[src/hdl/lcb_pkg.sv]
`default_nettype none

package lcb_pkg;

  // field and stream widths
  localparam int CARD_W      = 54;
  localparam int IN_TDATA_W  = 56;
  localparam int OUT_TDATA_W = 8;

  // bcd register: seventeen digits cover any 54-bit value
  localparam int BCD_DIGITS  = 17;
  localparam int BCD_W       = 4 * BCD_DIGITS;

  // conversion consumes two binary bits a cycle
  localparam int CONV_STEPS  = CARD_W / 2;
  localparam int CNT_W       = 5;

  localparam logic [CNT_W-1:0] LAST_CONV = CNT_W'(CONV_STEPS - 1);
  localparam logic [CNT_W-1:0] LAST_SUM  = CNT_W'(BCD_DIGITS - 1);

  // brand codes
  typedef enum logic [2:0] {
    BRAND_NONE   = 3'd0,
    BRAND_P34_37 = 3'd1,
    BRAND_P4     = 3'd2,
    BRAND_P51_55 = 3'd3,
    BRAND_P5_6   = 3'd4
  } brand_t;

  // commands from controller to datapath
  typedef struct packed {
    logic load;
    logic conv;
    logic sum;
    logic store;
  } cmd_t;

  // status from datapath to controller
  typedef struct packed {
    logic conv_last;
    logic sum_last;
  } sts_t;

  // one double-dabble step: add three to each digit of five or more, then shift
  function automatic logic [BCD_W-1:0] dabble_step(input logic [BCD_W-1:0] bcd,
                                                   input logic b_in);
    logic [BCD_W-1:0] adj;
    int i;
    adj = bcd;
    for (i = 0; i < BCD_DIGITS; i++) begin
      if (bcd[4*i +: 4] >= 4'd5) begin
        adj[4*i +: 4] = 4'(bcd[4*i +: 4] + 4'd3);
      end
    end
    return {adj[BCD_W-2:0], b_in};
  endfunction

endpackage

`default_nettype wire

[src/hdl/lcb_ctrl.sv]
`default_nettype none

module lcb_ctrl (
  input  wire logic          clk,
  input  wire logic          rst_n,
  input  wire logic          in_tvalid,
  output logic               in_tready,
  output logic               out_tvalid,
  input  wire logic          out_tready,
  input  wire lcb_pkg::sts_t sts,
  output lcb_pkg::cmd_t      cmd
);
  import lcb_pkg::*;

  typedef enum logic [3:0] {
    S_IDLE = 4'b0001,
    S_CONV = 4'b0010,
    S_SUM  = 4'b0100,
    S_DONE = 4'b1000
  } state_t;

  state_t state_r, state_nxt;
  logic   out_vld_r, out_vld_nxt;

  // command decode
  always_comb begin
    cmd       = '0;
    in_tready = (state_r == S_IDLE);
    cmd.load  = in_tready && in_tvalid;
    cmd.conv  = (state_r == S_CONV);
    cmd.sum   = (state_r == S_SUM);
    cmd.store = (state_r == S_DONE) && (!out_vld_r || out_tready);
  end

  // next state
  always_comb begin
    state_nxt = state_r;
    case (state_r)
      S_IDLE: begin
        if (in_tvalid) state_nxt = S_CONV;
      end
      S_CONV: begin
        if (sts.conv_last) state_nxt = S_SUM;
      end
      S_SUM: begin
        if (sts.sum_last) state_nxt = S_DONE;
      end
      S_DONE: begin
        if (cmd.store) state_nxt = S_IDLE;
      end
      default: state_nxt = S_IDLE;
    endcase
  end

  // result word held until taken
  always_comb begin
    out_vld_nxt = out_vld_r;
    if (cmd.store) out_vld_nxt = 1'b1;
    else if (out_tready) out_vld_nxt = 1'b0;
  end

  assign out_tvalid = out_vld_r;

  always_ff @(posedge clk) begin
    if (!rst_n) begin
      state_r   <= S_IDLE;
      out_vld_r <= 1'b0;
    end else begin
      state_r   <= state_nxt;
      out_vld_r <= out_vld_nxt;
    end
  end

  a_store_in_done: assert property (@(posedge clk) disable iff (!rst_n)
    cmd.store |-> state_r == S_DONE) else $error("store outside done state");

  a_load_to_conv: assert property (@(posedge clk) disable iff (!rst_n)
    cmd.load |=> state_r == S_CONV) else $error("accepted word did not start conversion");

  a_conv_to_sum: assert property (@(posedge clk) disable iff (!rst_n)
    (state_r == S_CONV && sts.conv_last) |=> state_r == S_SUM)
    else $error("conversion end did not start digit sum");

endmodule

`default_nettype wire

[src/hdl/lcb_dp.sv]
`default_nettype none

module lcb_dp (
  input  wire logic                       clk,
  input  wire logic                       rst_n,
  input  wire logic [lcb_pkg::CARD_W-1:0] card_number,
  input  wire lcb_pkg::cmd_t              cmd,
  output lcb_pkg::sts_t                   sts,
  output lcb_pkg::brand_t                 brand,
  output logic                            luhn_ok
);
  import lcb_pkg::*;

  logic [CARD_W-1:0] bin_r, bin_nxt;
  logic [BCD_W-1:0]  bcd_r, bcd_nxt;
  logic [CNT_W-1:0]  cnt_r, cnt_nxt;
  logic [3:0]        acc_r, acc_nxt;
  brand_t            cls_r, cls_nxt;
  brand_t            brand_r, brand_nxt;
  logic              ok_r, ok_nxt;

  logic [BCD_W-1:0]  bcd_half;
  logic [3:0]        dig;
  logic [4:0]        dig_x2;
  logic [4:0]        dig_val;
  logic [4:0]        acc_sum;
  logic [3:0]        d13, d14, d15, d16;
  brand_t            cls_now;

  assign sts.conv_last = cmd.conv && (cnt_r == LAST_CONV);
  assign sts.sum_last  = cmd.sum && (cnt_r == LAST_SUM);

  // two dabble steps per cycle, msb first
  assign bcd_half = dabble_step(bcd_r, bin_r[CARD_W-1]);

  // luhn weight of the current digit: odd places are doubled, nine off above nine
  assign dig    = bcd_r[3:0];
  assign dig_x2 = {dig, 1'b0};
  always_comb begin
    if (!cnt_r[0]) dig_val = {1'b0, dig};
    else if (dig_x2 > 5'd9) dig_val = 5'(dig_x2 - 5'd9);
    else dig_val = dig_x2;
  end
  assign acc_sum = {1'b0, acc_r} + dig_val;

  // prefix class from the leading digits
  assign d13 = bcd_r[4*13 +: 4];
  assign d14 = bcd_r[4*14 +: 4];
  assign d15 = bcd_r[4*15 +: 4];
  assign d16 = bcd_r[4*16 +: 4];
  always_comb begin
    cls_now = BRAND_NONE;
    if (d16 == 4'd0 && d15 == 4'd0 && d14 == 4'd3 && (d13 == 4'd4 || d13 == 4'd7)) begin
      cls_now = BRAND_P34_37;
    end else if ((d16 == 4'd0 && d15 == 4'd0 && d14 == 4'd0 && d13 == 4'd0 &&
                  bcd_r[4*12 +: 4] == 4'd4) || (d16 == 4'd0 && d15 == 4'd4)) begin
      cls_now = BRAND_P4;
    end else if (d16 == 4'd0 && d15 == 4'd5 && d14 inside {[4'd1:4'd5]}) begin
      cls_now = BRAND_P51_55;
    end else if (d16 == 4'd0 && (d15 == 4'd5 || d15 == 4'd6)) begin
      cls_now = BRAND_P5_6;
    end
  end

  // sequencing of the datapath registers
  always_comb begin
    bin_nxt   = bin_r;
    bcd_nxt   = bcd_r;
    cnt_nxt   = cnt_r;
    acc_nxt   = acc_r;
    cls_nxt   = cls_r;
    brand_nxt = brand_r;
    ok_nxt    = ok_r;
    if (cmd.load) begin
      bin_nxt = card_number;
      bcd_nxt = '0;
      cnt_nxt = '0;
      acc_nxt = '0;
    end else if (cmd.conv) begin
      bcd_nxt = dabble_step(bcd_half, bin_r[CARD_W-2]);
      bin_nxt = {bin_r[CARD_W-3:0], 2'b00};
      cnt_nxt = sts.conv_last ? '0 : CNT_W'(cnt_r + 1'b1);
    end else if (cmd.sum) begin
      if (cnt_r == '0) cls_nxt = cls_now;
      acc_nxt = (acc_sum >= 5'd10) ? 4'(acc_sum - 5'd10) : acc_sum[3:0];
      bcd_nxt = {4'd0, bcd_r[BCD_W-1:4]};
      cnt_nxt = CNT_W'(cnt_r + 1'b1);
    end else if (cmd.store) begin
      ok_nxt    = (acc_r == 4'd0);
      brand_nxt = (acc_r == 4'd0) ? cls_r : BRAND_NONE;
    end
  end

  always_ff @(posedge clk) begin
    if (!rst_n) begin
      cnt_r <= '0;
    end else begin
      cnt_r <= cnt_nxt;
    end
  end

  // payload registers
  always_ff @(posedge clk) begin
    bin_r   <= bin_nxt;
    bcd_r   <= bcd_nxt;
    acc_r   <= acc_nxt;
    cls_r   <= cls_nxt;
    brand_r <= brand_nxt;
    ok_r    <= ok_nxt;
  end

  assign brand   = brand_r;
  assign luhn_ok = ok_r;

  a_load_clears: assert property (@(posedge clk) disable iff (!rst_n)
    cmd.load |=> (cnt_r == '0 && acc_r == 4'd0)) else $error("load did not clear sum state");

  a_brand_needs_ok: assert property (@(posedge clk) disable iff (!rst_n)
    cmd.store |=> (brand_r == BRAND_NONE || ok_r)) else $error("brand given to failed number");

  a_acc_decimal: assert property (@(posedge clk) disable iff (!rst_n)
    cmd.sum |=> acc_r <= 4'd9) else $error("digit sum left decimal range");

endmodule

`default_nettype wire

[src/hdl/luhn_check_card_brand.sv]
// an accepted word goes through conversion, digit sum and store before out_tvalid rises
// one word at a time: in_tready stays low from accept until the result is stored;
//   the binary-to-bcd loop runs at two bits a cycle and the digit sum at one digit a cycle
// a new word is taken while the previous result still waits in the output register
// reset: synchronous, active low; clears the controller and output valid, no result pending
`default_nettype none

module luhn_check_card_brand (
  input  wire logic                           clk,
  input  wire logic                           rst_n,
  input  wire logic                           in_tvalid,
  output logic                                in_tready,
  input  wire logic [lcb_pkg::IN_TDATA_W-1:0] in_tdata,   // [53:0] card_number
  output logic                                out_tvalid,
  input  wire logic                           out_tready,
  output logic [lcb_pkg::OUT_TDATA_W-1:0]     out_tdata   // [2:0] brand, [3] luhn_ok
);
  import lcb_pkg::*;

  cmd_t   cmd;
  sts_t   sts;
  brand_t brand;
  logic   luhn_ok;

  // sequencer
  lcb_ctrl u_ctrl (
    .clk        (clk),
    .rst_n      (rst_n),
    .in_tvalid  (in_tvalid),
    .in_tready  (in_tready),
    .out_tvalid (out_tvalid),
    .out_tready (out_tready),
    .sts        (sts),
    .cmd        (cmd)
  );

  // conversion, digit sum and prefix decode
  lcb_dp u_dp (
    .clk         (clk),
    .rst_n       (rst_n),
    .card_number (in_tdata[CARD_W-1:0]),
    .cmd         (cmd),
    .sts         (sts),
    .brand       (brand),
    .luhn_ok     (luhn_ok)
  );

  // pack the result word
  assign out_tdata = {(OUT_TDATA_W - 4)'(0), luhn_ok, brand};

endmodule

`default_nettype wire
[config.mk]
export PLATFORM = sky130hd
export DESIGN_NAME = luhn_check_card_brand
export DESIGN_NICKNAME = d
export VERILOG_FILES = /design/src/hdl/lcb_pkg.sv /design/src/hdl/lcb_ctrl.sv /design/src/hdl/lcb_dp.sv /design/src/hdl/luhn_check_card_brand.sv
export SDC_FILE = /design/constraint.sdc
export NUM_CORES = 1
export LEC_CHECK = 0
export BUFFER_PORTS_ARGS = -buffer_cell sky130_fd_sc_hd__buf_2
export CAP_MARGIN = 20
export CORE_UTILIZATION = 47
export DETAILED_ROUTE_END_ITERATION = 12
export PLACE_DENSITY = 0.7
export SLEW_MARGIN = 30
export SYNTH_ARGS = -nofsm -noshare
export SYNTH_HDL_FRONTEND = slang
export SYNTH_SLANG_ARGS = --single-unit
[constraint.sdc]
create_clock -name clk -period 9.5 [get_ports clk]
set_input_delay 0.475 -clock clk [delete_from_list [all_inputs] [get_ports clk]]
set_output_delay 0.475 -clock clk [all_outputs]
set_load 0.01 [all_outputs]
==> results.json <==
{
  "initialDrtViolationCount": 596,
  "async_flop_share_pct": 0,
  "min_period_ps": 3180,
  "drv_slew": 0,
  "setup.worst_path.start_class": "flop",
  "maxCapViolations": 0,
  "cp.required_ps": 9870,
  "grt_max_degree": 84,
  "p_per_area_nw_per_um2": 315,
  "wl_um": 21300,
  "synthFlopType": "dfxtp_1",
  "vias": 8212,
  "core_um2": 20500,
  "grt_pass1_vias": 7953,
  "antenna_found_initial": 0,
  "cp_common_cell": "inv_1",
  "h-tree-depth": 4,
  "min_path_type": "input port to flop",
  "synth-simple-area-share_pct": 23.5,
  "clock_sinks": 143,
  "wl_per_cell_um": 14.0,
  "grtUsageTotal_pct": 20.4,
  "overflow": 0,
  "cts_resized": 0,
  "avgSynthCellArea_um2": 8.24,
  "tns_ps": 0,
  "drive_above_1_share_pct": 12.0,
  "tightest_slew_ps": 904,
  "max_freq_mhz": 315,
  "clk_latency_ps": 440,
  "synth_area_leaders": "edfxtp_1, dfxtp_1, nand2_1, ha_1, a21oi_1",
  "yosysMostFrequentCell": "nand2_1",
  "nNetsFinal": 1375,
  "post-route-period-util_pct": 33.4,
  "synth_warnings": 0,
  "path_class": "flop to flop",
  "synthDistinctLibCells": 57,
  "cp_slowest_cell": "fa_1",
  "postSynthRegisterBits": 143,
  "row_count": 52,
  "cts_tree": "yes",
  "status": "finished, final reports clean",
  "synthTopCellsByCount": "nand2_1, a21oi_1, dfxtp_1, ha_1, edfxtp_1",
  "cp.arrival_ps": 3540,
  "endpoint_kind": "flop",
  "critPathMaxStageDelay_ps": 440,
  "place_congestion": 0.776,
  "setup_viol": 0,
  "rsz0062_at_grt": "false",
  "chipWidth_um": 147,
  "grt_pass1_wl_um": 36500,
  "cp_max_fo": 7,
  "synth_edf_count": 61,
  "synth-xor-area-share_pct": 3.71,
  "hpwl_um": 13900,
  "cts_hold_buf": 0,
  "worstPathCellList": "inv_1 > ha_1 > inv_1 > a21oi_1 > xnor2_1 > nand2_1 > o21ai_0 > inv_1 > fa_1 > xor2_1 > ha_1 > nand2_1 > o2bb2ai_2 > mux2_4 > a21oi_2",
  "clock-skew-final_ps": 9.71,
  "fin_total_pwr_mw": 3.45,
  "synth_top_family_by_area": "simple AND/OR/NAND/NOR gates",
  "start_util_pct": 48.4,
  "synth_area_leader_cell": "edfxtp_1",
  "netlist_instances": 1205,
  "ir_drop_uv": 167,
  "ios": 70,
  "die_h_um": 147,
  "p_leak_nw": 4.39,
  "root_buffer": "clkbuf_16",
  "clkTransAtPathRegs_ps": 70,
  "fin_util_pct": 53.4,
  "port_buffers": 63,
  "cts_buffers": 17,
  "antennaDiodeCount": 0,
  "synth_mux_area_share_pct": 5.45,
  "viasPerCell": 5.42,
  "synth_compound_area_share_pct": 16.3,
  "synth_seq_area_share_pct": 35.0,
  "clk_path_buf_depth": 2,
  "relSlewSlack_pct": 39.8,
  "dieArea_um2": 21700,
  "area_delta_synth_final_pct": 10.4,
  "drc": 0,
  "hold_viol": 0,
  "syn_area_um2": 9920,
  "hold_ws_ps": 297,
  "drt_pass1_iterations": 5,
  "post_cts_buffers": 0,
  "synth_top_area_share_pct": 18.5,
  "synth_adder_area_share_pct": 10.4,
  "final_antenna_net_count": 0
}
[metrics by stage]
| step | setup WS, ps | instance area (um^2) | cells |
|---|---|---|---|
| after floorplan | 6310 | 9930 | 1208 |
| after global placement | 6410 | 10400 | 1484 |
| after detailed placement | 6330 | 10400 | 1484 |
| after CTS | 6330 | 11000 | 1516 |
| after global routing | 6010 | 11000 | 1516 |
| final | 6320 | 11000 | 1516 |
[state kept, by name, indices dropped and copies added (netlist names)]
name	flops
u_dp.brand	3
u_ctrl.out_tvalid	1
u_dp.luhn_ok	1
u_dp.bcd_r	68
u_dp.bin_r	54
u_ctrl.state_r	4
u_dp.acc_r	4
u_dp.cls_r	3
u_dp.cnt_r	5
[where the power goes]
part / leakage (nW) / switching, mW / internal, mW
clock network: 0.295 / 0.290 / 0.396
registers: 1.25 / 0.183 / 0.882
logic: 2.84 / 0.960 / 0.742
[cell families (layout without fill, tap and decap cells)]
group | count (synthesis) | after routing
simple gates | 498 | 498
compound gates | 262 | 262
flops | 143 | 143
buf+inv | 127 | 165
fa+ha+maj | 82 | 82
mux | 50 | 50
xor+xnor | 42 | 42
other cells | 1 | 4
[path summary, 6_finish.rpt]
path                              startpoint                    endpoint  slack, ps  cells after the start
hold reg to reg   u_dp.acc_r[0]$_SDFFE_PP0P_  u_dp.acc_r[0]$_SDFFE_PP0P_        500                      2
hold / removal                  in_tdata[27]    u_dp.bin_r[27]$_DFFE_PN_        300                      3
setup reg to reg  u_dp.bcd_r[1]$_SDFFE_PP0P_  u_dp.acc_r[2]$_SDFFE_PP0P_       6320                     15
setup / recovery  u_dp.bcd_r[1]$_SDFFE_PP0P_  u_dp.acc_r[2]$_SDFFE_PP0P_       6320                     15
[cell type report]
type / count / area [um^2]
clock buffers: 17 / 425
clock inverters: 15 / 173
fillers: 1964 / 9540
inverters: 60 / 225
multi-input cells: 938 / 5930
flip-flops and latches: 143 / 3470
well taps: 270 / 338
repair buffers: 73 / 390
[critical path: cells and delay by family (launching register included)]
family | cells | cell delay, ps
compound gates | 4 | 650
fa+ha+maj | 3 | 960
simple gates | 2 | 130
xor+xnor | 2 | 400
flops | 1 | 350
buf+inv | 3 | 310
mux | 1 | 310
[metal layers]
metal | wire length, um | global-route usage, % | up-vias
met5 | 0 | 0 | -
met2 | 10100 | 34.4 | 84
li1 | - | - | 4217
met4 | 216 | 5.82 | 0
met3 | 511 | 3.70 | 17
met1 | 10400 | 26.5 | 3894
[cells in the final DEF, fill, tap and decap left out, types with 24 or more instances in the layout]
cell and n:
ha_1 81, nor2b_1 24, a31oi_1 25, dfxtp_1 82, inv_1 60, nand2b_1 36
nand2_1 285, mux2_2 28, nor2_1 47, nor3b_1 28, buf_2 63, o21ai_0 57
o21a_1 28, edfxtp_1 61, a21oi_1 92, xnor2_1 35
No activity file was read; power rests on OpenSTA's default activity.
